### src/assert_macros.svh
// Assertion macros shared by the depacketizer RTL.
`ifndef ASSERT_MACROS_SVH
`define ASSERT_MACROS_SVH
`ifndef NO_ASSERTIONS
// Checked at every rising edge of clk, suspended while rst_n is low.
`define ASSERT_CHK(lbl, prop) \
  lbl: assert property (@(posedge clk) disable iff (!rst_n) (prop)) \
    else $error("assertion failed");
// Checked at every rising edge of clk, reset included.
`define ASSERT_ALWAYS(lbl, prop) \
  lbl: assert property (@(posedge clk) (prop)) else $error("assertion failed");
`else
`define ASSERT_CHK(lbl, prop)
`define ASSERT_ALWAYS(lbl, prop)
`endif
`endif

### src/vp8d_pkg.sv
// Types, constants and helpers shared by the VP8 RTP depacketizer.
`timescale 1ns / 1ps
`default_nettype none
package vp8d_pkg;

  localparam int CFG_W = 24;
  localparam logic [CFG_W-1:0] MAX_FRAME_RESET = 24'd524288;
  localparam int LEN_BITS_DEF = 24;
  localparam int OUT_DEPTH = 4;

  // Bit positions inside the descriptor flag byte.
  localparam int FL_N_BIT = 0;
  localparam int FL_S_BIT = 1;
  localparam int FL_L_BIT = 5;
  localparam int FL_T_BIT = 6;
  localparam int FL_K_BIT = 7;

  typedef enum logic [2:0] {
    PH_IDLE    = 3'd0,
    PH_EXT     = 3'd1,
    PH_PIC     = 3'd2,
    PH_PIC2    = 3'd3,
    PH_TL0     = 3'd4,
    PH_TK      = 3'd5,
    PH_PAYLOAD = 3'd6,
    PH_JUDGE   = 3'd7
  } phase_t;

  typedef enum logic [2:0] {
    KIND_BYTE      = 3'd0,
    KIND_COMPLETE  = 3'd1,
    KIND_ABORT     = 3'd2,
    KIND_TRUNCATED = 3'd3,
    KIND_TOO_LARGE = 3'd4
  } kind_t;

  typedef struct packed {
    logic [14:0] picture_id;
    logic [7:0]  tl0_index;
    logic [1:0]  temporal_id;
    logic        layer_sync;
    logic [4:0]  key_index;
  } hdr_t;

  typedef struct packed {
    kind_t       kind;
    logic [7:0]  frame_byte;
    logic        frame_first;
    logic        keyframe;
    logic        non_reference;
    logic [2:0]  partition_id;
    logic [14:0] picture_id;
    logic [7:0]  tl0_index;
    logic [1:0]  temporal_id;
    logic        layer_sync;
    logic [4:0]  key_index;
  } result_t;

  // Up to two results leave the parser for one item.
  typedef struct packed {
    logic    v0;
    logic    v1;
    result_t d0;
    result_t d1;
  } res_push_t;

  function automatic result_t mk_res(kind_t k, logic [7:0] byte_v, logic first,
                                     logic key, logic [7:0] fl, hdr_t h);
    result_t r;
    r.kind          = k;
    r.frame_byte    = byte_v;
    r.frame_first   = first;
    r.keyframe      = key;
    r.non_reference = fl[FL_N_BIT];
    r.partition_id  = fl[4:2];
    r.picture_id    = h.picture_id;
    r.tl0_index     = h.tl0_index;
    r.temporal_id   = h.temporal_id;
    r.layer_sync    = h.layer_sync;
    r.key_index     = h.key_index;
    return r;
  endfunction

endpackage
`default_nettype wire

### src/vp8d_parser.sv
// Input register, descriptor parser and frame reassembly state.
`timescale 1ns / 1ps
`default_nettype none
`include "assert_macros.svh"
module vp8d_parser import vp8d_pkg::*; #(
  parameter int LEN_BITS = LEN_BITS_DEF
) (
  input  wire logic             clk,
  input  wire logic             rst_n,
  input  wire logic             in_valid,
  output logic                  in_ready,
  input  wire logic [7:0]       in_byte,
  input  wire logic             in_first,
  input  wire logic             in_last,
  input  wire logic             in_marker,
  input  wire logic [15:0]      in_seq,
  input  wire logic [CFG_W-1:0] max_frame_bytes,
  input  wire logic             room,
  output res_push_t             push
);

  localparam int CMP_W = (LEN_BITS > CFG_W) ? LEN_BITS : CFG_W;

  logic                a_v_r;
  logic [7:0]          a_byte_r;
  logic                a_first_r, a_last_r, a_mark_r;
  logic [15:0]         a_seq_r;

  phase_t              ph_r, ph_nxt;
  logic [7:0]          fl_r, fl_nxt;
  hdr_t                hdr_r, hdr_nxt;
  logic                fo_r, fo_nxt;
  logic                pa_r, pa_nxt;
  logic                fk_r, fk_nxt;
  logic                fp_r, fp_nxt;
  logic [15:0]         lseq_r, lseq_nxt;
  logic [LEN_BITS-1:0] flen_r, flen_nxt;

  logic                consume;
  logic                stop, gap, take_byte;
  logic [1:0]          n;
  result_t             res [2];

  assign consume  = a_v_r & room;
  assign in_ready = ~a_v_r | consume;

  function automatic phase_t after_pic(logic from_tl0, logic [7:0] fl);
    if (!from_tl0 && fl[FL_L_BIT]) return PH_TL0;
    if (fl[FL_T_BIT] || fl[FL_K_BIT]) return PH_TK;
    return PH_JUDGE;
  endfunction

  always_comb begin
    ph_nxt    = ph_r;
    fl_nxt    = fl_r;
    hdr_nxt   = hdr_r;
    fo_nxt    = fo_r;
    pa_nxt    = pa_r;
    fk_nxt    = fk_r;
    fp_nxt    = fp_r;
    lseq_nxt  = lseq_r;
    flen_nxt  = flen_r;
    stop      = 1'b0;
    gap       = 1'b0;
    take_byte = 1'b0;
    n         = 2'd0;
    res[0]    = '0;
    res[1]    = '0;
    if (a_v_r) begin
      if (a_first_r) begin
        fl_nxt  = {3'b000, a_byte_r[2:0], a_byte_r[4], a_byte_r[5]};
        hdr_nxt = '0;
        pa_nxt  = 1'b0;
        ph_nxt  = a_byte_r[7] ? PH_EXT : PH_JUDGE;
      end else begin
        unique case (ph_r)
          PH_IDLE: begin
            stop = 1'b1;
          end
          PH_EXT: begin
            if (a_byte_r[5]) fl_nxt[FL_T_BIT] = 1'b1;
            if (a_byte_r[4]) fl_nxt[FL_K_BIT] = 1'b1;
            if (a_byte_r[6]) fl_nxt[FL_L_BIT] = 1'b1;
            ph_nxt = a_byte_r[7] ? PH_PIC : after_pic(1'b0, fl_nxt);
          end
          PH_PIC: begin
            if (a_byte_r[7]) begin
              hdr_nxt.picture_id = {a_byte_r[6:0], 8'h00};
              ph_nxt = PH_PIC2;
            end else begin
              hdr_nxt.picture_id = {8'h00, a_byte_r[6:0]};
              ph_nxt = after_pic(1'b0, fl_nxt);
            end
          end
          PH_PIC2: begin
            hdr_nxt.picture_id[7:0] = hdr_r.picture_id[7:0] | a_byte_r;
            ph_nxt = after_pic(1'b0, fl_nxt);
          end
          PH_TL0: begin
            hdr_nxt.tl0_index = a_byte_r;
            ph_nxt = after_pic(1'b1, fl_nxt);
          end
          PH_TK: begin
            hdr_nxt.temporal_id = a_byte_r[7:6];
            hdr_nxt.layer_sync  = a_byte_r[5];
            hdr_nxt.key_index   = a_byte_r[4:0];
            ph_nxt = PH_JUDGE;
          end
          PH_JUDGE: begin
            // The first payload byte judges the packet and carries the key bit.
            ph_nxt = PH_PAYLOAD;
            if (fl_nxt[FL_S_BIT] && fl_nxt[4:2] == 3'd0) begin
              fo_nxt   = 1'b1;
              flen_nxt = '0;
              fp_nxt   = 1'b1;
              fk_nxt   = ~a_byte_r[0];
              pa_nxt   = 1'b1;
              lseq_nxt = a_seq_r;
            end else if (!fo_nxt) begin
              pa_nxt = 1'b0;
            end else if (16'(a_seq_r - lseq_nxt) != 16'd1) begin
              pa_nxt = 1'b0;
              gap    = 1'b1;
            end else begin
              pa_nxt   = 1'b1;
              lseq_nxt = a_seq_r;
            end
            if (gap) begin
              fo_nxt   = 1'b0;
              flen_nxt = '0;
              fk_nxt   = 1'b0;
              fp_nxt   = 1'b0;
              res[n[0]] = mk_res(KIND_ABORT, 8'h00, 1'b0, fk_nxt, fl_nxt, hdr_nxt);
              n = n + 2'd1;
              ph_nxt = a_last_r ? PH_IDLE : PH_PAYLOAD;
              stop = 1'b1;
            end else begin
              take_byte = 1'b1;
            end
          end
          PH_PAYLOAD: begin
            take_byte = 1'b1;
          end
        endcase
        if (take_byte && pa_nxt) begin
          if (flen_nxt != {LEN_BITS{1'b1}}) flen_nxt = flen_nxt + LEN_BITS'(1);
          res[n[0]] = mk_res(KIND_BYTE, a_byte_r, fp_nxt, fk_nxt, fl_nxt, hdr_nxt);
          n = n + 2'd1;
          fp_nxt = 1'b0;
        end
      end

      if (!stop && a_last_r) begin
        if (ph_nxt == PH_EXT || ph_nxt == PH_PIC || ph_nxt == PH_PIC2 ||
            ph_nxt == PH_TL0 || ph_nxt == PH_TK) begin
          res[n[0]] = mk_res(KIND_TRUNCATED, 8'h00, 1'b0, fk_nxt, fl_nxt, hdr_nxt);
          n = n + 2'd1;
        end else begin
          // A packet without payload bytes is judged here as a non-key packet.
          if (ph_nxt == PH_JUDGE) begin
            if (fl_nxt[FL_S_BIT] && fl_nxt[4:2] == 3'd0) begin
              fo_nxt   = 1'b1;
              flen_nxt = '0;
              fp_nxt   = 1'b1;
              fk_nxt   = 1'b0;
              pa_nxt   = 1'b1;
              lseq_nxt = a_seq_r;
            end else if (!fo_nxt) begin
              pa_nxt = 1'b0;
            end else if (16'(a_seq_r - lseq_nxt) != 16'd1) begin
              pa_nxt = 1'b0;
              gap    = 1'b1;
            end else begin
              pa_nxt   = 1'b1;
              lseq_nxt = a_seq_r;
            end
          end
          if (gap) begin
            fo_nxt   = 1'b0;
            flen_nxt = '0;
            fk_nxt   = 1'b0;
            fp_nxt   = 1'b0;
            res[n[0]] = mk_res(KIND_ABORT, 8'h00, 1'b0, fk_nxt, fl_nxt, hdr_nxt);
            n = n + 2'd1;
          end else if (pa_nxt) begin
            if (a_mark_r) begin
              res[n[0]] = mk_res(KIND_COMPLETE, 8'h00, 1'b0, fk_nxt, fl_nxt, hdr_nxt);
              n = n + 2'd1;
              fo_nxt   = 1'b0;
              flen_nxt = '0;
              fk_nxt   = 1'b0;
              fp_nxt   = 1'b0;
            end else if (CMP_W'(flen_nxt) > CMP_W'(max_frame_bytes)) begin
              res[n[0]] = mk_res(KIND_TOO_LARGE, 8'h00, 1'b0, fk_nxt, fl_nxt, hdr_nxt);
              n = n + 2'd1;
              fo_nxt   = 1'b0;
              flen_nxt = '0;
              fk_nxt   = 1'b0;
              fp_nxt   = 1'b0;
            end
          end
        end
        ph_nxt = PH_IDLE;
        pa_nxt = 1'b0;
      end
    end
  end

  always_comb begin
    push.v0 = consume & (n != 2'd0);
    push.v1 = consume & (n == 2'd2);
    push.d0 = res[0];
    push.d1 = res[1];
  end

  always_ff @(posedge clk) begin
    if (!rst_n) begin
      a_v_r <= 1'b0;
    end else if (in_valid && in_ready) begin
      a_v_r <= 1'b1;
    end else if (consume) begin
      a_v_r <= 1'b0;
    end
  end

  always_ff @(posedge clk) begin
    if (in_valid && in_ready) begin
      a_byte_r  <= in_byte;
      a_first_r <= in_first;
      a_last_r  <= in_last;
      a_mark_r  <= in_marker;
      a_seq_r   <= in_seq;
    end
  end

  always_ff @(posedge clk) begin
    if (!rst_n) begin
      ph_r   <= PH_IDLE;
      fl_r   <= '0;
      hdr_r  <= '0;
      fo_r   <= 1'b0;
      pa_r   <= 1'b0;
      fk_r   <= 1'b0;
      fp_r   <= 1'b0;
      lseq_r <= '0;
      flen_r <= '0;
    end else if (consume) begin
      ph_r   <= ph_nxt;
      fl_r   <= fl_nxt;
      hdr_r  <= hdr_nxt;
      fo_r   <= fo_nxt;
      pa_r   <= pa_nxt;
      fk_r   <= fk_nxt;
      fp_r   <= fp_nxt;
      lseq_r <= lseq_nxt;
      flen_r <= flen_nxt;
    end
  end

  // With no frame open, all frame bookkeeping is back at its cleared values.
  `ASSERT_CHK(a_closed_clean, !fo_r |-> (flen_r == '0 && !fk_r && !fp_r))
  // Bytes are only accepted into an open frame.
  `ASSERT_CHK(a_acc_needs_open, pa_r |-> fo_r)
  // Between packets no packet is marked as accepted.
  `ASSERT_CHK(a_idle_not_acc, (ph_r == PH_IDLE) |-> !pa_r)

endmodule
`default_nettype wire

### src/vp8d_out_fifo.sv
// Small result queue that takes up to two results per cycle and delivers one.
`timescale 1ns / 1ps
`default_nettype none
`include "assert_macros.svh"
module vp8d_out_fifo import vp8d_pkg::*; (
  input  wire logic      clk,
  input  wire logic      rst_n,
  input  wire res_push_t push,
  output logic           room,
  output logic           out_valid,
  input  wire logic      out_ready,
  output result_t        out_data
);

  localparam int PTR_W = $clog2(OUT_DEPTH);
  localparam int CNT_W = $clog2(OUT_DEPTH + 1);

  result_t           mem [OUT_DEPTH];
  logic [PTR_W-1:0]  wr_r, rd_r;
  logic [CNT_W-1:0]  cnt_r, cnt_nxt;
  logic              pop;
  logic [1:0]        n_push;

  assign pop       = out_valid & out_ready;
  assign out_valid = (cnt_r != '0);
  assign out_data  = mem[rd_r];
  // Room for two results regardless of whether the head leaves this cycle.
  assign room      = (cnt_r <= CNT_W'(OUT_DEPTH - 2));
  assign n_push    = {1'b0, push.v0} + {1'b0, push.v1};
  assign cnt_nxt   = cnt_r + CNT_W'(n_push) - CNT_W'(pop);

  always_ff @(posedge clk) begin
    if (!rst_n) begin
      wr_r  <= '0;
      rd_r  <= '0;
      cnt_r <= '0;
    end else begin
      wr_r  <= wr_r + PTR_W'(n_push);
      rd_r  <= rd_r + PTR_W'(pop);
      cnt_r <= cnt_nxt;
    end
  end

  always_ff @(posedge clk) begin
    if (push.v0) mem[wr_r] <= push.d0;
    if (push.v1) mem[wr_r + PTR_W'(1)] <= push.d1;
  end

  `ASSERT_CHK(a_cnt_bound, cnt_r <= CNT_W'(OUT_DEPTH))
  `ASSERT_CHK(a_push_order, push.v1 |-> push.v0)
  `ASSERT_CHK(a_push_room, push.v0 |-> room)

endmodule
`default_nettype wire

### src/vp8_rtp_depacketizer_top.sv
// Results of an item pass the input register and then the result queue before output.
// Throughput: one item per cycle while the queue has room; an item with two results
// holds the second in the four-entry queue; output of one result per cycle bounds it.
// The input register is freed only when the queue has room for two results.
// Reset (rst_n low, synchronous) empties the queue, clears parse and frame state
// and loads max_frame_bytes with 524288.
`timescale 1ns / 1ps
`default_nettype none
module vp8_rtp_depacketizer_top import vp8d_pkg::*; #(
  parameter int LEN_BITS = LEN_BITS_DEF
) (
  input  wire logic             clk,
  input  wire logic             rst_n,
  input  wire logic             in_tvalid,
  output logic                  in_tready,
  // payload_byte [7:0], rtp_sequence [23:8]
  input  wire logic [23:0]      in_tdata,
  // packet_first [0], rtp_marker [1]
  input  wire logic [1:0]       in_tuser,
  input  wire logic             in_tlast,
  output logic                  out_tvalid,
  input  wire logic             out_tready,
  // frame_byte [7:0], frame_first [8], keyframe [9], non_reference [10],
  // partition_id [13:11], picture_id [28:14], tl0_index [36:29],
  // temporal_id [38:37], layer_sync [39], key_index [44:40], zero [47:45]
  output logic [47:0]           out_tdata,
  // result_kind [2:0]
  output logic [2:0]            out_tuser,
  input  wire logic             cfg_valid,
  output logic                  cfg_ready,
  input  wire logic [CFG_W-1:0] cfg_data
);

  logic [CFG_W-1:0] max_r;
  res_push_t        push;
  logic             room;
  result_t          head;

  assign cfg_ready = 1'b1;

  always_ff @(posedge clk) begin
    if (!rst_n) begin
      max_r <= MAX_FRAME_RESET;
    end else if (cfg_valid && cfg_ready) begin
      max_r <= cfg_data;
    end
  end

  vp8d_parser #(.LEN_BITS(LEN_BITS)) u_parser (
    .clk             (clk),
    .rst_n           (rst_n),
    .in_valid        (in_tvalid),
    .in_ready        (in_tready),
    .in_byte         (in_tdata[7:0]),
    .in_first        (in_tuser[0]),
    .in_last         (in_tlast),
    .in_marker       (in_tuser[1]),
    .in_seq          (in_tdata[23:8]),
    .max_frame_bytes (max_r),
    .room            (room),
    .push            (push)
  );

  vp8d_out_fifo u_out_fifo (
    .clk       (clk),
    .rst_n     (rst_n),
    .push      (push),
    .room      (room),
    .out_valid (out_tvalid),
    .out_ready (out_tready),
    .out_data  (head)
  );

  assign out_tuser = head.kind;
  assign out_tdata = {3'b000, head.key_index, head.layer_sync, head.temporal_id,
                      head.tl0_index, head.picture_id, head.partition_id,
                      head.non_reference, head.keyframe, head.frame_first,
                      head.frame_byte};

endmodule
`default_nettype wire
### config.mk
export PLATFORM = sky130hd
export DESIGN_NAME = vp8_rtp_depacketizer_top
export DESIGN_NICKNAME = d
export VERILOG_FILES = /design/src/vp8d_pkg.sv /design/src/vp8d_parser.sv /design/src/vp8d_out_fifo.sv /design/src/vp8_rtp_depacketizer_top.sv
export VERILOG_INCLUDE_DIRS = /design/src /design/src/src
export SDC_FILE = /design/constraint.sdc
export NUM_CORES = 1
export LEC_CHECK = 0
export ABC_AREA = 1
export BUFFER_PORTS_ARGS = -buffer_cell sky130_fd_sc_hd__buf_2
export CORE_UTILIZATION = 29
export DETAILED_ROUTE_END_ITERATION = 7
export GPL_TIMING_DRIVEN = 0
export PLACE_DENSITY_LB_ADDON = 0.25
export RECOVER_POWER = 25
export SKIP_CTS_REPAIR_TIMING = 1
export SYNTH_ARGS = -nofsm -noshare
export SYNTH_HDL_FRONTEND = slang
export SYNTH_HIERARCHICAL = 1
export SYNTH_SLANG_ARGS = --single-unit
### constraint.sdc
create_clock -name clk -period 14 [get_ports clk]
set_input_delay 2.1 -clock clk [delete_from_list [all_inputs] [get_ports clk]]
set_output_delay 2.1 -clock clk [all_outputs]
set_load 0.02 [all_outputs]
==> qor.txt, run 1 <==
fin crit period: 10.24 ns
most frequent cells in the layout: nand2_1, inv_1, a21oi_1
mux contribution to synthesized area: 0
CP required: 14.29 ns
DIE WIDTH: 279 um
Layout area overhead: 15.5%
diodes inserted: 0
Area contributors post-synth: edfxtp_1, nand2_1, dfxtp_1, inv_1, a21oi_1
Critical Path Start Type: register
Routed wire per std cell: 17.3 um
clock tree sinks: 337
VDD IR max: 77.5 uV
outcome: complete, but fails checks
Root Driver: clkbuf_16
EDFF count, synth: 219
CP Data Arrival Time: 10.53 ns
DRT iter0 DRCs: 1669
Power Dens Cells: 121 nW/um^2
Hold Path Stages: 2
Crit path largest cell delay: 0.52 ns
Worst setup EP type: register
total track usage: 0.191
ys flop type: edfxtp_1
combinational family with the most area after synthesis: simple AND/OR/NAND/NOR gates
Simple-Gate Fraction of Synth Area: 0.245
cell row count: 101
First-pass DRT Iterations: 5
crit-path max FO: 16
Core ar.: 75900 um^2
Top Ports: 110
Async SR Flop Fraction: 0
final core occ: 0.338
Vias: 20800
Hold WS: 0.461 ns
Ys Warns: 6
largest area contributor in the netlist: edfxtp_1
largest net degree at the start of global routing: 19
mapped cell area: 22300 um^2
CTS clk-pin slew, worst paths: 0.06 ns
fraction of layout cells with a size suffix above 1: 0.0879
Layout Nets: 3399
sequential share of the synthesized area: 0.402
Final ANT Viol Nets: 0
H-tree depth: 2
worst slew pin tran: 1.60 ns
worst-skew pair later-pin latency: 0.58 ns
most common cell after layout, fill and taps aside: nand2_1
RSZ-0062 raised after global routing: false
# fillers: 8168
post-synthesis register bit count: 337
f_max: 97.6 MHz
Final Non-Filler Cells: 4339
failing checks: capacitance limit, slew limit
DRC viols: 0
Synth Area in XOR/XNOR: 0.00709
placed wire-length estimate: 56.7 mm
R2R depth: 53
top-area cell type share of the netlist area: 0.296
Avg Inst Size Synth: 7.17 um^2
Slew headroom: -0.0674
Synth Area in Compound Gates: 0.193
final hold vios: 0
CTS Buffer Depth: 3
Hold/Removal Path Class: reg2reg
TritonCTS clock tree: built
Setup CP Type: reg2reg
Initial Util: 0.293
Port Buffers: 104
Design Area, Final: 25700 um^2
vias in the first global route: 19600
Placement Cell Area: 24400 um^2
Slew Limit Fails: 13
Cells after DPL: 4262
CP max stage cell: nand3_1
WL final: 75.0 mm
fin crit share: 0.731
initial antenna violation count: 0
synth unique cells: 58
maxcap violations: 1
Via density: 4.79
final setup vio count: 0
gr ovfl total: 0
CTS buffer count: 42
cell count after synthesis: 3105
die area: 77800 um^2
Die Ht: 279 um
Setup Skew: 0.0214 ns
first-pass GRT wire length: 115 mm
GP Congestion: 0.883
Lkg Pwr: 0.0103 uW
adder-cell area share of the yosys netlist: 0.0387
-- critical path: cells and delay by family, from the launching register on --
kind | cells | cell delay (ns)
AO/OA/AOI/OAI | 4 | 0.89
flip-flops | 1 | 0.33
buffers and inverters | 12 | 2.08
adder cells (fa/ha/maj) | 4 | 1.16
AND/OR/NAND/NOR | 33 | 5.47
-- path summary, 6_finish.rpt --
kind	startpoint	to	slack, ns
min	u_parser/lseq_r[2]	u_parser/lseq_r[2]	0.46
max reg2reg	u_parser/a_seq_r[0]	u_out_fifo/mem[0][12]	3.76
max	u_parser/a_seq_r[0]	u_out_fifo/mem[0][12]	3.76
min reg2reg	u_parser/lseq_r[2]	u_parser/lseq_r[2]	0.46
-- layer usage --
| metal | track usage | wire length (um) |
|---|---|---|
| met1 | 0.261 | 34800 |
| met2 | 0.313 | 34000 |
| met3 | 0.0263 | 4410 |
| met4 | 0.0540 | 1770 |
| met5 | 0 | 0 |
-- registers in the layout, summed over array words and instances (netlist names), 2 cells and up --
signal             flops
u_parser/fl_r          8
u_out_fifo/wr_r        2
u_parser/lseq_r       16
u_parser/hdr_r        31
u_out_fifo/mem       192
u_out_fifo/cnt_r       3
u_parser/flen_r       24
u_parser/ph_r          3
u_parser/a_byte_r      8
u_out_fifo/rd_r        2
u_parser/a_seq_r      16
max_r                 24
-- power by group --
part	internal [uW]	switching (uW)
combinational	244	636
sequential	1100	32.2
clock	642	445
-- metrics by stage --
stage | setup WS, ns | setup TNS [ns] | total power (uW)
2_1_floorplan | 3.77 | 0 | 1720
3_3_place_gp | -1.04 | -147.10 | 2040
3_5_place_dp | 3.93 | 0 | 2050
4_1_cts | 3.92 | 0 | 3140
5_1_grt | 2.89 | 0 | 3260
6_report | 3.76 | 0 | 3100
-- cell usage after synthesis (all sizes together) (33+ instances only) --
cell,n
a21oi,262
inv,427
edfxtp,219
o211ai,57
ha,64
clkbuf,93
o21ai,363
nor2,244
a211oi,45
nand3,135
dfxtp,118
nand4,33
buf,97
nand2,797
-- logic make-up (layout without fill, tap and decap cells) --
| kind of cell | Yosys count | after routing |
|---|---|---|
| AND/OR/NAND/NOR | 1283 | 1283 |
| AO/OA/AOI/OAI | 776 | 776 |
| buffers and inverters | 621 | 815 |
| flip-flops | 337 | 337 |
| adder cells (fa/ha/maj) | 67 | 67 |
| XOR/XNOR | 18 | 18 |
| other | 3 | 13 |
-- cell type report --
type,instances,area (um^2),area share
Clock inverter,15,146,0.00570
Multi-Input combinational cell,2157,10800,0.422
Inverter,431,1620,0.0630
Buffer,190,916,0.0356
Timing Repair Buffer,117,724,0.0282
Tap cell,1030,1290,0.0501
Clock buffer,62,1220,0.0474
Sequential cell,337,8940,0.348
Note: power is estimated with default switching activity, not from simulation.
==> run 2: changes to the inputs <==
clock period = 9.9 ns   (was 14 ns; I/O delays follow)
==> run 2 against run 1 <==
  * The flow still finishes with violations (capacitance limit, slew limit)
  * Maximum frequency is 11% higher
  * Clock-buffer cell count did not move
  * Worst hold slack about the same
  * Power up 41%
  * Clock power rose by 41%
  * Largest cell class unchanged
  * Largest power group unchanged
==> qor.txt, run 2 (synthesized netlist as in run 1, its figures left out) <==
outcome: complete, but fails checks
failing checks: capacitance limit, slew limit
Final ANT Viol Nets: 0 (unchanged)
Slew headroom: -0.0320 (+0.0353)
TritonCTS clock tree: built
placed wire-length estimate: 56.7 mm (unchanged)
CTS buffer count: 42 (unchanged)
Cells after DPL: 4262 (unchanged)
die area: 77800 um^2 (unchanged)
CTS clk-pin slew, worst paths: 0.06 ns (about the same)
# fillers: 8164 (-0.049%)
VDD IR max: 110 uV (+41%)
clock share of power: 0.351 (about the same)
Critical Path Start Type: register
fin crit share: 0.933 (+0.201)
gr ovfl total: 0 (unchanged)
Die Ht: 279 um (unchanged)
Final Non-Filler Cells: 4346 (+0.16%)
CP Data Arrival Time: 9.73 ns (-0.80 ns)
Port Buffers: 104 (unchanged)
First-pass DRT Iterations: 6 (+1)
Top Ports: 110 (unchanged)
most used cell, CP: inv_1
DRC viols: 0 (unchanged)
Core ar.: 75900 um^2 (unchanged)
register bank with the most flops: u_out_fifo/mem
worst-skew pair later-pin latency: 0.58 ns (about the same)
Routed wire per std cell: 17.3 um (-0.14%)
Setup Skew: 0.0215 ns (+0.00000980 ns)
Initial Util: 0.293 (unchanged)
fraction of layout cells with a size suffix above 1: 0.0923 (+0.00434)
Hold/Removal Path Class: reg2reg
Largest regs: u_out_fifo/mem x192, u_parser/hdr_r x31
final hold vios: 0 (unchanged)
final core occ: 0.340 (+0.00140)
most frequent cells in the layout: nand2_1, inv_1, a21oi_1
Logic pwr share: 0.284 (about the same)
vias in the first global route: 19600 (unchanged)
Worst setup EP type: register
setup TNS: 0 ns (unchanged)
maxcap violations: 1 (unchanged)
DIE WIDTH: 279 um (unchanged)
final setup vio count: 0 (unchanged)
diodes inserted: 0 (unchanged)
Crit path largest cell delay: 0.64 ns (+0.12 ns)
Layout area overhead: 16.0%
R2R Setup Slk: 0.67 ns (-3.09 ns)
sw frac: 0.359 (about the same)
CTS Buffer Depth: 3 (unchanged)
P_sw: 1580 uW (+41%)
most common cell after layout, fill and taps aside: nand2_1
Root Driver: clkbuf_16
Setup CP Type: reg2reg
crit-path max FO: 10 (-6)
f_max: 108 MHz (+11%)
cell row count: 101 (unchanged)
Via density: 4.81 (+0.37%)
CP required: 10.40 ns (-3.89 ns)
first-pass GRT wire length: 115 mm (unchanged)
DRT iter0 DRCs: 1666 (-0.18%)
CP max stage cell: a2111oi_0
H-tree depth: 2 (unchanged)
Internal: 2810 uW (+41%)
Layout Nets: 3406 (+0.21%)
Power Dens Cells: 170 nW/um^2 (+41%)
total track usage: 0.191 (unchanged)
worst slew pin tran: 1.55 ns (-0.0530 ns)
Largest register FFs: 192 (unchanged)
initial antenna violation count: 0 (unchanged)
Hold Path Stages: 2 (unchanged)
largest net degree at the start of global routing: 19 (unchanged)
Slew Limit Fails: 13 (unchanged)
Flop pwr share: 0.365 (about the same)
GP Congestion: 0.883 (unchanged)
R2R depth: 55 (+3.8%)
Vias: 20900 (+0.53%)
fin crit period: 9.23 ns (-1.01 ns)
WL final: 75.0 mm (about the same)
clock tree sinks: 337 (unchanged)
Lkg Pwr: 0.0103 uW (+0.40%)
## run 2: cell types whose count changed in the layout (fill, tap and decap cells not counted), sizes merged
cell	delta
buf	+7
## run 2: stage by stage
stage,hold slack (ns),setup slack (ns),power (uW),cell area [um^2]
6_report,0.461,0.667,4380,25800
5_1_grt,0.471,-0.0274,4610,25800
4_1_cts,0.464,-0.177,4450,25800
3_5_place_dp,0.450,-0.175,2900,24400
3_3_place_gp,0.441,-5.14,2890,24100
2_1_floorplan,0.428,-0.332,2430,22300
## run 2: final timing paths
path	end	startpoint
max	u_out_fifo/cnt_r[2]	u_parser/a_seq_r[0]
min	u_parser/lseq_r[2]	u_parser/lseq_r[2]
min reg2reg	u_parser/lseq_r[2]	u_parser/lseq_r[2]
max reg2reg	u_out_fifo/cnt_r[2]	u_parser/a_seq_r[0]
## run 2: area by class of cell
type | count | area, um^2 | area share
inverter | 431 | 1620 | 0.0627
tap | 1030 | 1290 | 0.0499
buffer | 190 | 922 | 0.0357
multi-input combinational | 2157 | 10900 | 0.422
sequential | 337 | 8940 | 0.346
timing repair buffer | 124 | 777 | 0.0301
clock inverter | 15 | 146 | 0.00567
clock buffer | 62 | 1220 | 0.0472
## run 2: metal layers
layer / vias up / global-route usage / share of wire
met5: - / 0 / 0
met4: 0 / 0.0540 / 0.024
met3: 94 / 0.0263 / 0.060
li1: 10600 / - / -
met1: 9531 / 0.261 / 0.46
met2: 673 / 0.313 / 0.45
## run 2: critical path: cells and delay by family, from the launching register on
family / cells / cell delay (ns)
AOI/OAI and AO/OA: 9 / 2.14
and+or+nand+nor: 26 / 3.16
DFF: 1 / 0.33
adders and majority gates: 9 / 2.52
buffers and inverters: 11 / 0.97
## run 2: power groups by stage
stage / registers [uW] / logic, uW / clock network (uW)
4_1_cts: 1600 / 1270 / 1580
2_1_floorplan: 1610 / 820 / 0
5_1_grt: 1610 / 1380 / 1630
6_report: 1600 / 1240 / 1540
3_5_place_dp: 1630 / 1270 / 0
3_3_place_gp: 1630 / 1260 / 0
==> run 3: changes to the inputs <==
CORE_UTILIZATION = 31   (was 29)
SYNTH_HIERARCHICAL = default   (was 1)
==> run 3 against run 2 <==
  * The run now ends clean
  * Clock power is 5% lower
  * Combinational power grew 8%
  * Critical endpoint is now u_out_fifo.cnt_r[2]
  * Highest routed layer unchanged
  * Power rose by 0.68%
  * Wire length increased by 5.0%
  * Utilization is 1.7 points higher
  * Sequential power barely moved
  * Clock-buffer cell count is 10 lower
  * Largest power group unchanged
  * First-iteration DRC count rose by 34%
  * Clock skew up 0.0029 ns
  * Worst hold slack got worse by 0.00062 ns
  * Critical path depth fell by 3
==> qor.txt, run 3 <==
DIE WIDTH: 268 um (-4.0%)
outcome: complete, no violations
placed wire-length estimate: 59.6 mm (+5.1%)
Routed wire per std cell: 18.8 um (+9.2%)
synth unique cells: 48 (-17%)
DRT iter0 DRCs: 2230 (+34%)
TritonCTS clock tree: built
final hold vios: 0 (unchanged)
Port Buffers: 105 (+0.96%)
diodes inserted: 0 (unchanged)
top-area cell type share of the netlist area: 0.300 (+0.00445)
Initial Util: 0.313 (+0.0201)
CP required: 10.37 ns (-0.03 ns)
CTS clk-pin slew, worst paths: 0.06 ns (about the same)
RSZ-0062 raised after global routing: false
CP max stage cell: fa_1
WL final: 78.8 mm (+5.0%)
Cells after DPL: 4107 (-3.6%)
Ys Warns: 0 (-6)
largest net degree at the start of global routing: 49 (+30)
Top Ports: 110 (unchanged)
Setup Skew: 0.0243 ns (+0.00286 ns)
first-pass GRT wire length: 121 mm (+4.6%)
Avg Inst Size Synth: 7.17 um^2 (about the same)
gr ovfl total: 0 (unchanged)
worst slew pin tran: 1.29 ns (-0.260 ns)
CTS buffer count: 42 (unchanged)
initial antenna violation count: 0 (unchanged)
Detail Route met2 WL: 36.3 mm (+6.9%)
Vias: 21500 (+3.0%)
total track usage: 0.218 (+0.0277)
Hold/Removal Path Class: reg2reg
crit-path max FO: 10 (unchanged)
H-tree depth: 2 (unchanged)
Area contributors post-synth: edfxtp_1, nand2_1, dfxtp_1, nor2_1, o21ai_0
die area: 71800 um^2 (-7.8%)
Layout Nets: 3333 (-2.1%)
synth cell count leaders: nand2_1, nor2_1, inv_1, o21ai_0, edfxtp_1
Via density: 5.15 (+7.1%)
most common cell in the netlist: nand2_1
fin crit period: 9.11 ns (-0.128 ns)
Die Ht: 268 um (-4.0%)
cell row count: 97 (-4.0%)
Hold Crit Start: max_r[22]
vias in the first global route: 20300 (+3.8%)
clock tree sinks: 337 (unchanged)
met1 WL: 34.7 mm (-0.18%)
mapped cell area: 21900 um^2 (-1.5%)
CTS Buffer Depth: 3 (unchanged)
worst-skew pair later-pin latency: 0.59 ns (about the same)
post-synthesis register bit count: 337 (unchanged)
Core ar.: 70000 um^2 (-7.8%)
Power Dens Cells: 177 nW/um^2 (+4.1%)
Critical Path Start Type: register
Largest regs: u_out_fifo.mem x192, u_parser.hdr_r x31
Final Total Pwr: 4410 uW (+0.68%)
fraction of layout cells with a size suffix above 1: 0.0738 (-0.0185)
Async SR Flop Fraction: 0 (unchanged)
EDFF count, synth: 219 (unchanged)
crit path launch: u_parser.a_seq_r[1]
Multi-input gate area: 10900 um^2 (+0.24%)
Lkg Pwr: 0.0106 uW (+3.3%)
largest area contributor in the netlist: edfxtp_1
fin crit share: 0.920 (-0.0129)
Top Layer Used: met4
ys flop type: edfxtp_1
f_max: 110 MHz (+1.4%)
DRC viols: 0 (unchanged)
Worst setup EP type: register
register bank with the most flops: u_out_fifo.mem
Slew Limit Fails: 0 (-13)
GP Congestion: 0.942 (+6.7%)
Slew headroom: 0.138 (+0.170)
most frequent cells in the layout: nand2_1, nor2_1, inv_1
final setup vio count: 0 (unchanged)
CP Data Arrival Time: 9.58 ns (-0.15 ns)
Setup CP Type: reg2reg
Largest register FFs: 192 (unchanged)
Crit path largest cell delay: 0.52 ns (-0.12 ns)
sequential standard cell area: 8940 um^2 (unchanged)
First-pass DRT Iterations: 7 (+1)
# fillers: 7623 (-6.6%)
Root Driver: clkbuf_16
setup TNS: 0 ns (unchanged)
Final Non-Filler Cells: 4179 (-3.8%)
most common cell after layout, fill and taps aside: nand2_1
Final ANT Viol Nets: 0 (unchanged)
Layout area overhead: 13.9%
sequential share of the synthesized area: 0.408 (+0.00605)
maxcap violations: 0 (-1)
RR Startpoint: u_parser.a_seq_r[1]
met3 WL post-DR: 5.53 mm (+23%)
cell count after synthesis: 3057 (-1.5%)
VDD IR max: 128 uV (+16%)
[run 3: cell types whose count changed in the layout (fill, tap and decap cells not counted), sizes merged, moves of 7 or more]
cell,previous run,this run
conb,13,4
nor2,244,324
inv,428,323
nand4,33,184
nand2,797,831
clkbuf,187,218
o22ai,1,50
buf,189,141
a21oi,262,196
o211ai,57,28
or2,30,8
o21ai,363,247
nor4,14,1
o21bai,8,1
[run 3: layer usage]
| layer | track usage | vias up |
|---|---|---|
| met4 | 0.0683 | 0 |
| met5 | 0 | - |
| li1 | - | 10600 |
| met2 | 0.363 | 820 |
| met3 | 0.0324 | 141 |
| met1 | 0.291 | 9957 |
[run 3: layout make-up]
class / count / area share
buffer: 199 / 0.0365
timing repair buffer: 108 / 0.0212
clock inverter: 20 / 0.00616
sequential: 337 / 0.358
inverter: 323 / 0.0486
multi-input combinational: 2200 / 0.437
clock buffer: 52 / 0.0449
tap: 940 / 0.0471
[run 3: final timing paths]
path | slack [ns] | end | cells past startpoint
setup / recovery | 0.79 | u_out_fifo.cnt_r[2] | 52
setup reg to reg | 0.79 | u_out_fifo.cnt_r[2] | 52
hold reg to reg | 0.46 | max_r[22] | 2
hold / removal | 0.46 | max_r[22] | 2
[run 3: kinds of logic (layout without fill, tap and decap cells)]
family / Yosys count / after routing / share of synthesized area
AOI/OAI and AO/OA: 589 / 589 / 0.149
and+or+nand+nor: 1513 / 1513 / 0.296
other: 2 / 4 / 0.000343
xor gates and xnor gates: 28 / 28 / 0.0112
DFF: 337 / 337 / 0.408
buffers and inverters: 522 / 702 / 0.0969
adders and majority gates: 66 / 66 / 0.0387
[run 3: worst max-delay path, delay by kind of cell (launching register included)]
family | cells | cell delay (ns)
xor gates and xnor gates | 1 | 0.28
and+or+nand+nor | 27 | 3.30
AOI/OAI and AO/OA | 9 | 1.29
buffers and inverters | 9 | 1.60
adders and majority gates | 6 | 2.08
DFF | 1 | 0.46
[run 3: stage by stage]
step                setup WS, ns  instance area [um^2]  hold WS (ns)   util
detailed placement         0.103                 23700         0.452  0.339
CTS                       0.0744                 25000         0.461  0.357
global route              0.0647                 25000         0.480  0.357
finish                     0.795                 25000         0.460  0.357
floorplan                   2.29                 21900         0.435      -
global placement           -1.01                 23600         0.450  0.337
[run 3: where the power goes]
| group | internal, uW | switching, uW |
|---|---|---|
| combinational | 353 | 991 |
| clock | 831 | 641 |
| sequential | 1560 | 40.8 |
| total | 2740 | 1670 |
